<file path="src/design/quvi_pkg.sv">
`timescale 1ns / 1ps

package quvi_pkg;

  // Coordinates are fixed at 24 bits (Q3.20 at the default fraction width).
  localparam int COORD_W = 24;
  localparam int QUAD_CORNERS = 4;
  localparam int AXES = 2;

  // Largest half-texel step that the state register can hold.
  localparam logic [COORD_W-1:0] HALF_MAX = 24'h7FFFFF;

  // Configuration register indexes.
  localparam logic [1:0] REG_TEX_WIDTH  = 2'd0;
  localparam logic [1:0] REG_TEX_HEIGHT = 2'd1;

  // Status of one half-texel divider.
  typedef struct packed {
    logic busy;
    logic done;
  } div_stat_t;

endpackage

</file>
<file path="src/design/quvi_div.sv">
`timescale 1ns / 1ps

// Restoring divider, one quotient bit per cycle. A zero divisor yields zero.
module quvi_div #(
  parameter int DW = 21,
  parameter int TW = 14
) (
  input  logic                 clk,
  input  logic                 rst,
  input  logic                 start,
  input  logic [DW-1:0]        dividend,
  input  logic [TW-1:0]        divisor,
  output quvi_pkg::div_stat_t  stat,
  output logic [DW-1:0]        quot
);

  localparam int CW = $clog2(DW + 1);

  logic          busy;
  logic          done;
  logic [CW-1:0] cnt;
  logic [TW:0]   rem;
  logic [DW-1:0] shreg;
  logic [TW-1:0] dsr;

  logic [TW:0]   rem_sh;
  logic          ge;
  logic [TW:0]   rem_next;
  logic [DW-1:0] shreg_next;

  always_comb begin
    rem_sh     = {rem[TW-1:0], shreg[DW-1]};
    ge         = rem_sh >= {1'b0, dsr};
    rem_next   = ge ? (rem_sh - {1'b0, dsr}) : rem_sh;
    shreg_next = {shreg[DW-2:0], ge};
  end

  always_ff @(posedge clk) begin
    if (rst) begin
      busy <= 1'b0;
      done <= 1'b0;
      cnt  <= '0;
    end else begin
      done <= 1'b0;
      if (start) begin
        busy <= 1'b1;
        cnt  <= CW'(DW);
      end else if (busy) begin
        cnt <= cnt - 1'b1;
        if (cnt == CW'(1)) begin
          busy <= 1'b0;
          done <= 1'b1;
        end
      end
    end
  end

  always_ff @(posedge clk) begin
    if (start) begin
      rem   <= '0;
      shreg <= dividend;
      dsr   <= divisor;
    end else if (busy) begin
      rem   <= rem_next;
      shreg <= shreg_next;
    end
  end

  assign stat.busy = busy;
  assign stat.done = done;
  assign quot      = (dsr == '0) ? '0 : shreg;

endmodule

</file>
<file path="src/design/quad_uv_half_texel_inset.sv">
`timescale 1ns / 1ps

// Half-texel inset of one textured quad per item. Each item carries the four u
// and four v corner coordinates of a quad (signed, UV_FRAC_BITS fraction bits)
// in s_tdata, the all-edges mode flag in s_tuser and the batch-end mark in
// s_tlast. For each axis the block finds the minimum and maximum corner; when
// the span exceeds two half-texel steps, corners at the minimum move up and
// corners at the maximum move down by one step. In seam mode only extremes
// strictly inside 0..1 that sit within 0.01 texel of a texel boundary move. A
// texture size of zero on either axis passes quads through untouched, which is
// the state after reset. The datapath is a four-stage pipeline (min/max, span
// compare and seam multiply, seam distance test, edge update) that takes one
// quad every cycle while the output is not stalled and no divider is busy;
// m_tvalid rises once the quad has passed through stages A, B, C and D.
// Writing a size register starts a restoring divider for that axis's
// half-texel step, one quotient bit per cycle; s_tready stays low while
// either divider is busy.
module quad_uv_half_texel_inset #(
  parameter int UV_FRAC_BITS = 20,
  parameter int TEX_DIM_BITS = 14
) (
  input  logic                    clk,
  input  logic                    rst,

  input  logic                    s_tvalid,
  output logic                    s_tready,
  // Fields from bit 0 up: u_a, u_b, u_c, u_d, v_a, v_b, v_c, v_d (24 bits each).
  input  logic [191:0]            s_tdata,
  // Fields from bit 0 up: all_edges.
  input  logic                    s_tuser,
  input  logic                    s_tlast,

  output logic                    m_tvalid,
  input  logic                    m_tready,
  // Fields from bit 0 up: new_u_a, new_u_b, new_u_c, new_u_d,
  // new_v_a, new_v_b, new_v_c, new_v_d (24 bits each).
  output logic [191:0]            m_tdata,
  output logic                    m_tlast,

  input  logic                    cfg_we,
  input  logic [1:0]              cfg_index,
  input  logic [TEX_DIM_BITS-1:0] cfg_data
);

  localparam int CW  = quvi_pkg::COORD_W;
  localparam int NC  = quvi_pkg::QUAD_CORNERS;
  localparam int NA  = quvi_pkg::AXES;
  localparam int FB  = UV_FRAC_BITS;
  localparam int TW  = TEX_DIM_BITS;
  localparam int DW  = ((FB > TW) ? FB : TW) + 1;
  localparam int PW  = CW + TW;

  localparam longint ONE_L = 64'd1 << FB;
  localparam longint TOL_L = (ONE_L + 50) / 100;
  localparam logic [FB-1:0] SEAM_LO = FB'(TOL_L);
  localparam logic [FB-1:0] SEAM_HI = FB'(ONE_L - TOL_L);
  localparam logic [32:0]   ONE_33  = 33'(ONE_L);
  localparam logic [DW-1:0] HALF_ONE = DW'(64'd1 << (FB - 1));

  // ---------------------------------------------------------------------------
  // Configuration and half-texel steps
  // ---------------------------------------------------------------------------
  logic [TW-1:0] tex_width;
  logic [TW-1:0] tex_height;
  logic [CW-1:0] half_u;
  logic [CW-1:0] half_v;

  logic                start_u;
  logic                start_v;
  logic [DW-1:0]       dividend;
  quvi_pkg::div_stat_t stat_u;
  quvi_pkg::div_stat_t stat_v;
  logic [DW-1:0]       quot_u;
  logic [DW-1:0]       quot_v;

  always_comb begin
    start_u = 1'b0;
    start_v = 1'b0;
    if (cfg_we) begin
      case (cfg_index)
        quvi_pkg::REG_TEX_WIDTH:  start_u = 1'b1;
        quvi_pkg::REG_TEX_HEIGHT: start_v = 1'b1;
        default: ;
      endcase
    end
  end

  // Rounded step numerator: half a unit plus half the size.
  assign dividend = HALF_ONE + DW'(cfg_data >> 1);

  quvi_div #(.DW(DW), .TW(TW)) u_div_u (
    .clk      (clk),
    .rst      (rst),
    .start    (start_u),
    .dividend (dividend),
    .divisor  (cfg_data),
    .stat     (stat_u),
    .quot     (quot_u)
  );

  quvi_div #(.DW(DW), .TW(TW)) u_div_v (
    .clk      (clk),
    .rst      (rst),
    .start    (start_v),
    .dividend (dividend),
    .divisor  (cfg_data),
    .stat     (stat_v),
    .quot     (quot_v)
  );

  function automatic logic [CW-1:0] sat_half(input logic [DW-1:0] q);
    logic [32:0] q33;
    q33 = 33'(q);
    return (q33 > 33'(quvi_pkg::HALF_MAX)) ? quvi_pkg::HALF_MAX : q33[CW-1:0];
  endfunction

  always_ff @(posedge clk) begin
    if (rst) begin
      tex_width  <= '0;
      tex_height <= '0;
      half_u     <= '0;
      half_v     <= '0;
    end else begin
      if (start_u) tex_width <= cfg_data;
      if (start_v) tex_height <= cfg_data;
      if (stat_u.done) half_u <= sat_half(quot_u);
      if (stat_v.done) half_v <= sat_half(quot_v);
    end
  end

  // ---------------------------------------------------------------------------
  // Pipeline handshake: each stage loads when it is empty or its successor
  // takes its item.
  // ---------------------------------------------------------------------------
  logic a_valid, b_valid, c_valid, o_valid;
  logic a_ready, b_ready, c_ready, o_ready;
  logic s_fire;

  assign o_ready  = !o_valid || m_tready;
  assign c_ready  = !c_valid || o_ready;
  assign b_ready  = !b_valid || c_ready;
  assign a_ready  = !a_valid || b_ready;
  assign s_tready = a_ready && !stat_u.busy && !stat_v.busy;
  assign s_fire   = s_tvalid && s_tready;

  logic [TW-1:0] size_ax [NA];
  logic [CW-1:0] half_ax [NA];
  logic          size_ok;

  assign size_ax[0] = tex_width;
  assign size_ax[1] = tex_height;
  assign half_ax[0] = half_u;
  assign half_ax[1] = half_v;
  assign size_ok    = (tex_width != '0) && (tex_height != '0);

  // ---------------------------------------------------------------------------
  // Stage A: minimum and maximum of each axis.
  // ---------------------------------------------------------------------------
  logic signed [CW-1:0] in_c [NA*NC];
  logic signed [CW-1:0] lo_ax [NA];
  logic signed [CW-1:0] hi_ax [NA];

  always_comb begin
    logic signed [CW-1:0] l0, l1, h0, h1;
    for (int k = 0; k < NA * NC; k++) begin
      in_c[k] = s_tdata[k*CW +: CW];
    end
    for (int ax = 0; ax < NA; ax++) begin
      l0 = (in_c[ax*NC+1] < in_c[ax*NC])   ? in_c[ax*NC+1] : in_c[ax*NC];
      l1 = (in_c[ax*NC+3] < in_c[ax*NC+2]) ? in_c[ax*NC+3] : in_c[ax*NC+2];
      h0 = (in_c[ax*NC+1] > in_c[ax*NC])   ? in_c[ax*NC+1] : in_c[ax*NC];
      h1 = (in_c[ax*NC+3] > in_c[ax*NC+2]) ? in_c[ax*NC+3] : in_c[ax*NC+2];
      lo_ax[ax] = (l1 < l0) ? l1 : l0;
      hi_ax[ax] = (h1 > h0) ? h1 : h0;
    end
  end

  logic signed [CW-1:0] a_c  [NA*NC];
  logic signed [CW-1:0] a_lo [NA];
  logic signed [CW-1:0] a_hi [NA];
  logic                 a_all;
  logic                 a_last;

  always_ff @(posedge clk) begin
    if (rst) a_valid <= 1'b0;
    else if (a_ready) a_valid <= s_fire;
  end

  always_ff @(posedge clk) begin
    if (s_fire) begin
      a_c    <= in_c;
      a_lo   <= lo_ax;
      a_hi   <= hi_ax;
      a_all  <= s_tuser;
      a_last <= s_tlast;
    end
  end

  // ---------------------------------------------------------------------------
  // Stage B: span test, seam products and the open 0..1 range test.
  // ---------------------------------------------------------------------------
  logic signed [CW-1:0] b_c  [NA*NC];
  logic signed [CW-1:0] b_lo [NA];
  logic signed [CW-1:0] b_hi [NA];
  logic                 b_all;
  logic                 b_last;
  logic                 b_wide [NA];
  logic [PW-1:0]        b_plo  [NA];
  logic [PW-1:0]        b_phi  [NA];
  logic                 b_rlo  [NA];
  logic                 b_rhi  [NA];

  function automatic logic in_unit(input logic signed [CW-1:0] c);
    logic [32:0] c33;
    c33 = {{(33 - CW){c[CW-1]}}, c};
    return !c[CW-1] && (c != '0) && (c33 < ONE_33);
  endfunction

  always_ff @(posedge clk) begin
    if (rst) b_valid <= 1'b0;
    else if (b_ready) b_valid <= a_valid;
  end

  always_ff @(posedge clk) begin
    logic [CW:0] span;
    if (a_valid && b_ready) begin
      b_c    <= a_c;
      b_lo   <= a_lo;
      b_hi   <= a_hi;
      b_all  <= a_all;
      b_last <= a_last;
      for (int ax = 0; ax < NA; ax++) begin
        span       = {a_hi[ax][CW-1], a_hi[ax]} - {a_lo[ax][CW-1], a_lo[ax]};
        b_wide[ax] <= span > {half_ax[ax], 1'b0};
        b_plo[ax]  <= PW'(a_lo[ax][CW-1:0]) * PW'(size_ax[ax]);
        b_phi[ax]  <= PW'(a_hi[ax][CW-1:0]) * PW'(size_ax[ax]);
        b_rlo[ax]  <= in_unit(a_lo[ax]);
        b_rhi[ax]  <= in_unit(a_hi[ax]);
      end
    end
  end

  // ---------------------------------------------------------------------------
  // Stage C: decide which extremes move.
  // ---------------------------------------------------------------------------
  function automatic logic near_int(input logic [PW-1:0] p);
    logic [FB-1:0] frac;
    frac = p[FB-1:0];
    return (frac < SEAM_LO) || (frac > SEAM_HI);
  endfunction

  logic signed [CW-1:0] c_c  [NA*NC];
  logic signed [CW-1:0] c_lo [NA];
  logic signed [CW-1:0] c_hi [NA];
  logic                 c_last;
  logic                 c_mlo [NA];
  logic                 c_mhi [NA];

  always_ff @(posedge clk) begin
    if (rst) c_valid <= 1'b0;
    else if (c_ready) c_valid <= b_valid;
  end

  always_ff @(posedge clk) begin
    if (b_valid && c_ready) begin
      c_c    <= b_c;
      c_lo   <= b_lo;
      c_hi   <= b_hi;
      c_last <= b_last;
      for (int ax = 0; ax < NA; ax++) begin
        c_mlo[ax] <= size_ok && b_wide[ax] &&
                     (b_all || (b_rlo[ax] && near_int(b_plo[ax])));
        c_mhi[ax] <= size_ok && b_wide[ax] &&
                     (b_all || (b_rhi[ax] && near_int(b_phi[ax])));
      end
    end
  end

  // ---------------------------------------------------------------------------
  // Stage D: move the corners and hold the result for the output side.
  // ---------------------------------------------------------------------------
  logic signed [CW-1:0] o_c [NA*NC];
  logic                 o_last;

  always_ff @(posedge clk) begin
    if (rst) o_valid <= 1'b0;
    else if (o_ready) o_valid <= c_valid;
  end

  always_ff @(posedge clk) begin
    int ax;
    if (c_valid && o_ready) begin
      o_last <= c_last;
      for (int k = 0; k < NA * NC; k++) begin
        ax = k / NC;
        if (c_mlo[ax] && (c_c[k] == c_lo[ax])) begin
          o_c[k] <= c_lo[ax] + half_ax[ax];
        end else if (c_mhi[ax] && (c_c[k] == c_hi[ax])) begin
          o_c[k] <= c_hi[ax] - half_ax[ax];
        end else begin
          o_c[k] <= c_c[k];
        end
      end
    end
  end

  always_comb begin
    for (int k = 0; k < NA * NC; k++) begin
      m_tdata[k*CW +: CW] = o_c[k];
    end
  end

  assign m_tvalid = o_valid;
  assign m_tlast  = o_last;

  // ---------------------------------------------------------------------------
  // Assertions
  // ---------------------------------------------------------------------------
  a_no_accept_while_dividing: assert property (@(posedge clk) disable iff (rst)
    s_tready |-> (!stat_u.busy && !stat_v.busy))
    else $error("input accepted while a half-texel step is being computed");

  a_size_write_holds_input: assert property (@(posedge clk) disable iff (rst)
    cfg_we && (cfg_index == quvi_pkg::REG_TEX_WIDTH ||
               cfg_index == quvi_pkg::REG_TEX_HEIGHT) |=> !s_tready)
    else $error("input not held off after a size register write");

  // The step register takes the divider result while done is high, in the cycle after busy drops.
  a_zero_width_zero_step: assert property (@(posedge clk) disable iff (rst)
    (tex_width == '0) && !stat_u.busy && !stat_u.done |-> (half_u == '0))
    else $error("nonzero u step with zero texture width");

endmodule

</file>
<file path="config.mk">
export PLATFORM = sky130hd
export DESIGN_NAME = quad_uv_half_texel_inset
export DESIGN_NICKNAME = d
export VERILOG_FILES = /design/src/design/quvi_pkg.sv /design/src/design/quvi_div.sv /design/src/design/quad_uv_half_texel_inset.sv
export SDC_FILE = /design/constraint.sdc
export NUM_CORES = 2
export LEC_CHECK = 0
export ABC_AREA = 0
export BUFFER_PORTS_ARGS = -buffer_cell sky130_fd_sc_hd__buf_2
export CORE_UTILIZATION = 30
export DETAILED_ROUTE_END_ITERATION = 7
export MAX_ROUTING_LAYER = met4
export PLACE_DENSITY = 0.49
export SETUP_SLACK_MARGIN = 0.3
export SYNTH_ARGS = -nofsm -noshare
export SYNTH_HDL_FRONTEND = slang
export SYNTH_SLANG_ARGS = --single-unit
</file>
<file path="constraint.sdc">
create_clock -name clk -period 89.1 [get_ports clk]
set_input_delay 17.82 -clock clk [delete_from_list [all_inputs] [get_ports clk]]
set_output_delay 17.82 -clock clk [all_outputs]
set_load 0.1 [all_outputs]
</file>
# After elaboration in Yosys (flattened, before gate mapping)
# Memory sizes are Yosys's and may differ from the RTL's.
# Cells that the tools add are included.
# word_totals
ff_bits,1056
ram_bits,354
input_bits,215
out_inout_bits,195
wordCells,374
memories,8
# mem_list
memory,words,word_bits,rd,rd_ports_with_merged_regs,wr,line_no,source
o_c,8,24,8,0,8,quad_uv_half_texel_inset.sv:282,logic signed [CW-1:0] o_c [NA*NC];
b_phi,2,38,2,0,2,quad_uv_half_texel_inset.sv:209,logic [PW-1:0] b_phi [NA];
b_plo,2,38,2,0,2,quad_uv_half_texel_inset.sv:208,logic [PW-1:0] b_plo [NA];
b_rhi,2,1,2,0,2,quad_uv_half_texel_inset.sv:211,logic b_rhi [NA];
b_rlo,2,1,2,0,2,quad_uv_half_texel_inset.sv:210,logic b_rlo [NA];
b_wide,2,1,2,0,2,quad_uv_half_texel_inset.sv:207,logic b_wide [NA];
+2 memories,--,--,--,--,--,--,
# classes
addsub,11
multipliers,4
magnitude_cmp,28
eq_ne,19
n_mux,144
bitwise_logic,18
n_reduce_logical,78
# ops
operator,count
2-to-1 mux 24 bit,28
equality test 24 bit,16
multiplier 24 x 14 -> 38 bit,4
greater-than comparator 24 bit,6
< comparator 24 bit,6
"< comparator 33 x 21 -> 1 bit, second input constant",4
2-to-1 mux 21 bit,6
2-to-1 mux 1 bit,104
nonzero test 24 bit,4
"greater-than comparator 20 bit, second input constant",4
"< comparator 20 x 14 -> 1 bit, second input constant",4
greater-than comparator 25 x 22 -> 1 bit,2
subtractor 24 x 24 -> 25 bit,2
adder 24 x 21 -> 24 bit,2
subtractor 24 x 21 -> 24 bit,2
logical AND 1 bit,41
>= comparator 15 x 14 -> 1 bit,2
logical NOT 14 bit,2
2-to-1 mux 14 bit,2
nonzero test 14 bit,2
subtractor 14 bit,2
"adder 20 x 13 -> 21 bit, first input constant",1
2-to-1 mux 5 bit,4
bitwise OR 1 bit,16
other kinds (10),36

# Depth between registers and ports, before layout
# depth
word_depth,8
ltp_mapped,29
mapped_depth_nobuf,25

# By module
# Synthesis repeated with hierarchy kept, for this count alone.
# unflattened
hier_cells,8439
hier_area_um2,91585.3
# modules_own_cells
mod,n_inst,cells_each,area_each_um2,seq_area_each_um2
quad_uv_half_texel_inset,1,7816,84971.5,36074.6
quvi_div (u_div_u),1,315,3329.4,1471.4
quvi_div (u_div_v),1,308,3284.4,1471.4

# Least setup slack after synthesis
# OpenSTA, ideal clock, no wires.
# synth_path
path_kind,input to register
startpoint,input m_tready
endpoint,register c_c[0] (netlist bit) (enable)
setup_ns,1.397
t_arrival_ns,38.966
t_required_ns,87.703
slack_ns,48.737
stages,2
n_path_buf,0
path_cell_list,nor2b_1 a21boi_0
# synth_between
elab_chain_len,3
# synth_rtl
item,line_no,source
start: declaration,quad_uv_half_texel_inset.sv:34,"input logic m_tready,"
logical OR 1 bit,quad_uv_half_texel_inset.sv:139,assign o_ready = !o_valid || m_tready;
logical OR 1 bit,quad_uv_half_texel_inset.sv:140,assign c_ready = !c_valid || o_ready;
logical AND 1 bit,quad_uv_half_texel_inset.sv:265,if (b_valid && c_ready) begin
end signal: assignment,quad_uv_half_texel_inset.sv:266,c_c <= b_c;
end: declaration,quad_uv_half_texel_inset.sv:252,logic signed [CW-1:0] c_c [NA*NC];
# No other way between the ends.
# A chain may end at the register's enable or synchronous reset.

# Worst setup path in the final report
# layout_path
startpoint,input m_tready
endpoint,output s_tready
# layout_between
elab_chain_len,6
# layout_rtl
item,line_no,source
logical OR 1 bit,quad_uv_half_texel_inset.sv:139,
logical OR 1 bit,quad_uv_half_texel_inset.sv:140,
logical OR 1 bit,quad_uv_half_texel_inset.sv:141,assign b_ready = !b_valid || c_ready;
logical OR 1 bit,quad_uv_half_texel_inset.sv:142,assign a_ready = !a_valid || b_ready;
logical AND 1 bit (2 in series),quad_uv_half_texel_inset.sv:143,assign s_tready = a_ready && !stat_u.busy && !stat_v.busy;
end: declaration,quad_uv_half_texel_inset.sv:26,"output logic s_tready,"
# No other way between the ends.

==> summary.md <==
| Metric | Value |
|---|---|
| Status | completed |
| Crit path cell chain | buf_2, nor2b_1, and3_1, a211oi_1, buf_2 |
| Final ANT Viol Nets | 0 |
| Synth top area share | 0.409 |
| Nets | between 9000 and 10000 |
| Total Wirelength | 327000 um |
| Tcrit/Tclk final | 0.415 |
| Post-synth top cells | edfxtp_1 (1222), inv_1 (992), nand2_1 (866) |
| Vias | between 60000 and 70000 |
| Area contributors post-synth | edfxtp_1 (41%), fa_1 (12%), ha_1 (8.2%) |
| Main combinational cell family by area after synthesis | adder cells |
| Critical path type | input port to output pin |
| CTS root buffer | clkbuf_16 |
| Top-count cell post-synth | edfxtp_1 |
| Crit. End Element | output pin |
| Clock tree from TritonCTS | yes |
| Setup tns final | 0 ns |
| Top_reg_cell synth | edfxtp_1 |
| Final min period | about 37 ns |
| Count of cell types in the netlist | 88 |
| Die Y | 549 um |
| WHS | 0.372 ns |
| IO Port Bufs | between 400 and 500 |
| H-tree depth | 4 |
| FMAX | 0.0271 GHz |
| RSZ-0062 raised after global routing | false |
| Remaining DRCs | 0 |
| Hold Fails Final Rpt | 0 |
| Synth warn | 0 |
| Hold WC Path Type | flip-flop to flip-flop |
| Synthesized area | 0.0896 sq mm |
| Post-synthesis compound-gate area fraction | 0.0801 |
| Largest net degree at the start of global routing | between 100 and 150 |
| Initial antenna violation count | 29 |
| Number of CTS-inserted buffers | ~160 |
| # IOs | 410 |
| Clock Skew | 0.0600 ns |
| Yosys reg bits | 1338 |
| Non-Filler Instances | about 13000 |
| Setup-failing EPs final | 0 |
| Clk_lat worst skew | 0.85 ns |
| RD Place Congestion | slightly below 1 |
| GRT overflow | 0 |
| Dpl hpwl | between 200000 and 300000 um |
| Cts repair resizes | 0 |
| Footprint of the multi-input gates | 0.0457 sq mm |
| Worst-margin pin slew | roughly 1.2 ns |
| Average wire per standard cell | around 26 um |
| Worst-path fanout max | 5 |
| First DRT Iteration DRCs | 6025 |
| Syn avg cell area | 11.0 sq um |
| Post-synth EDFFs | between 1000 and 1500 |
| Layout fillers | 29700 |
| Vias in the first global route | 62900 |
| Post-synth top area cell | edfxtp_1 |
| DRT Pass-1 Iters | 6 |
| Final Util | 0.342 |
| Leak | about 41 nW |
| Hold buffer count at cts | 0 |
| Initial Util | 0.302 |
| Synth Area in Adders | 0.198 |
| Crit path DAT | between 15 and 20 ns |
| DIE AREA | 0.301 sq mm |
| Core Rows | 200 |
| Final worst slack | roughly 52 ns |
| Clock slew at reported path FFs | 0.06 ns |
| Avg Vias per Cell | roughly 5 |
| Global-route usage over all layers | 0.221 |
| Worst path max stage delay | 0.50 ns |
| Placed cells | 12300 |
| Area growth, synth to finish | 13.3% |
| Xor and xnor area share after synthesis | 0.0671 |
| Count of pins over their slew limit | 0 |
| Post-CTS Setup Inserts | 0 |
| Post-synthesis mux area share | 0.0478 |
| Most used cell, CP | buf_2 |
| Sequential area share after synthesis | 0.435 |
| Mapped Cells | 8138 |
| Setup WS pre-CTS | roughly 52 ns |
| Ys async rst share | 0 |
| Worst path required time | a little over 70 ns |
| VDD IR max | between 0.01 and 0.015 mV |
| Mapped Nets | 9457 |
| Startpoint types | input port |
| Die width | 549 um |
| Buffer levels on the longest clock path | 4 |
| CORE AREA | between 0.2 and 0.3 sq mm |
| PwrDens | 19.1 mW/mm^2 |
| Maxcap violations | 0 |
| Share of cells above drive strength 1 | 0.110 |
| Register area | 0.0390 sq mm |
| First-pass GRT wire length | roughly 460000 um |
| Relative slew slack | 0.231 |
| Synth Area in Simple Gates | 0.115 |
| CP max-delay cell | buf_2 |
| Clk sinks | 1338 |
-- layout make-up --
type	instances	share of cell area
flip-flops and latches	1338	0.384
well taps	3939	0.0486
diodes	15	0.000370
multi-input cells	5465	0.450
inverters	998	0.0370
clock inverters	84	0.00896
clock buffers	186	0.0403
repair buffers	544	0.0302
-- layer usage --
layer	global-route usage	share of wire
met5	-	0
met4	0.0585	0.029
met3	0.0236	0.058
met2	0.324	0.43
met1	0.321	0.48
-- cell usage in the layout, fill, tap and decap left out, types with 286 or more instances in the layout --
cell and instances:
nand2_1 866, ha_1 584, buf_2 408, fa_1 520
edfxtp_1 1222, inv_1 991, and2_1 364, xnor2_1 486
a21oi_1 334, mux2i_1 286, o21ai_0 304
-- registers in the layout, summed over array words and instances, names as in the netlist, 21 cells and up --
register and flops:
a_lo 48, c_hi 48, b_lo 48, u_div_v.shreg 21, half_v 21, a_hi 48, c_c 192, c_lo 48
a_c 192, b_phi 40, b_c 192, u_div_u.shreg 21, o_c 192, b_plo 40, half_u 21, b_hi 48
-- critical path: cells and delay by family --
kind / cells / cell delay, ns
compound gates: 1 / 0.36
buf+inv: 2 / 0.58
simple gates: 2 / 0.35
-- metrics by stage --
stage / instance area, sq um / total power, mW
2_1_floorplan: 89600 / 1.14
3_3_place_gp: 96500 / 1.30
3_5_place_dp: 96500 / 1.31
4_1_cts: 101000 / 1.96
5_1_grt: 102000 / 2.03
6_report: 102000 / 1.94
-- kinds of logic (layout without fill, tap and decap cells) --
logic type                 Yosys count  after routing
AOI/OAI and AO/OA                 1153           1153
xor gates and xnor gates           686            686
adders and majority gates         1104           1104
buffers and inverters             1335           1812
DFF                               1338           1338
muxes                              410            410
other                                0             15
and+or+nand+nor                   2112           2112
-- worst paths after layout --
check             cells past startpoint               start                      to  slack [ns]
setup reg to reg                     18  a_hi[30]$_DFFE_PP_  b_phi[0][19]$_DFFE_PP_       82.16
hold reg to reg                       0   b_c[63]$_DFFE_PP_       c_c[63]$_DFFE_PP_        0.37
setup / recovery                      5            m_tready                s_tready       52.16
hold / removal                        0   b_c[63]$_DFFE_PP_       c_c[63]$_DFFE_PP_        0.37
-- report_power, final --
part           total, mW  switching, mW  internal, mW
sequential         0.791         0.0467         0.745
clock              0.637          0.264         0.373
combinational      0.511          0.322         0.189
total               1.94          0.633          1.31
(Power assumes the default switching activity.)
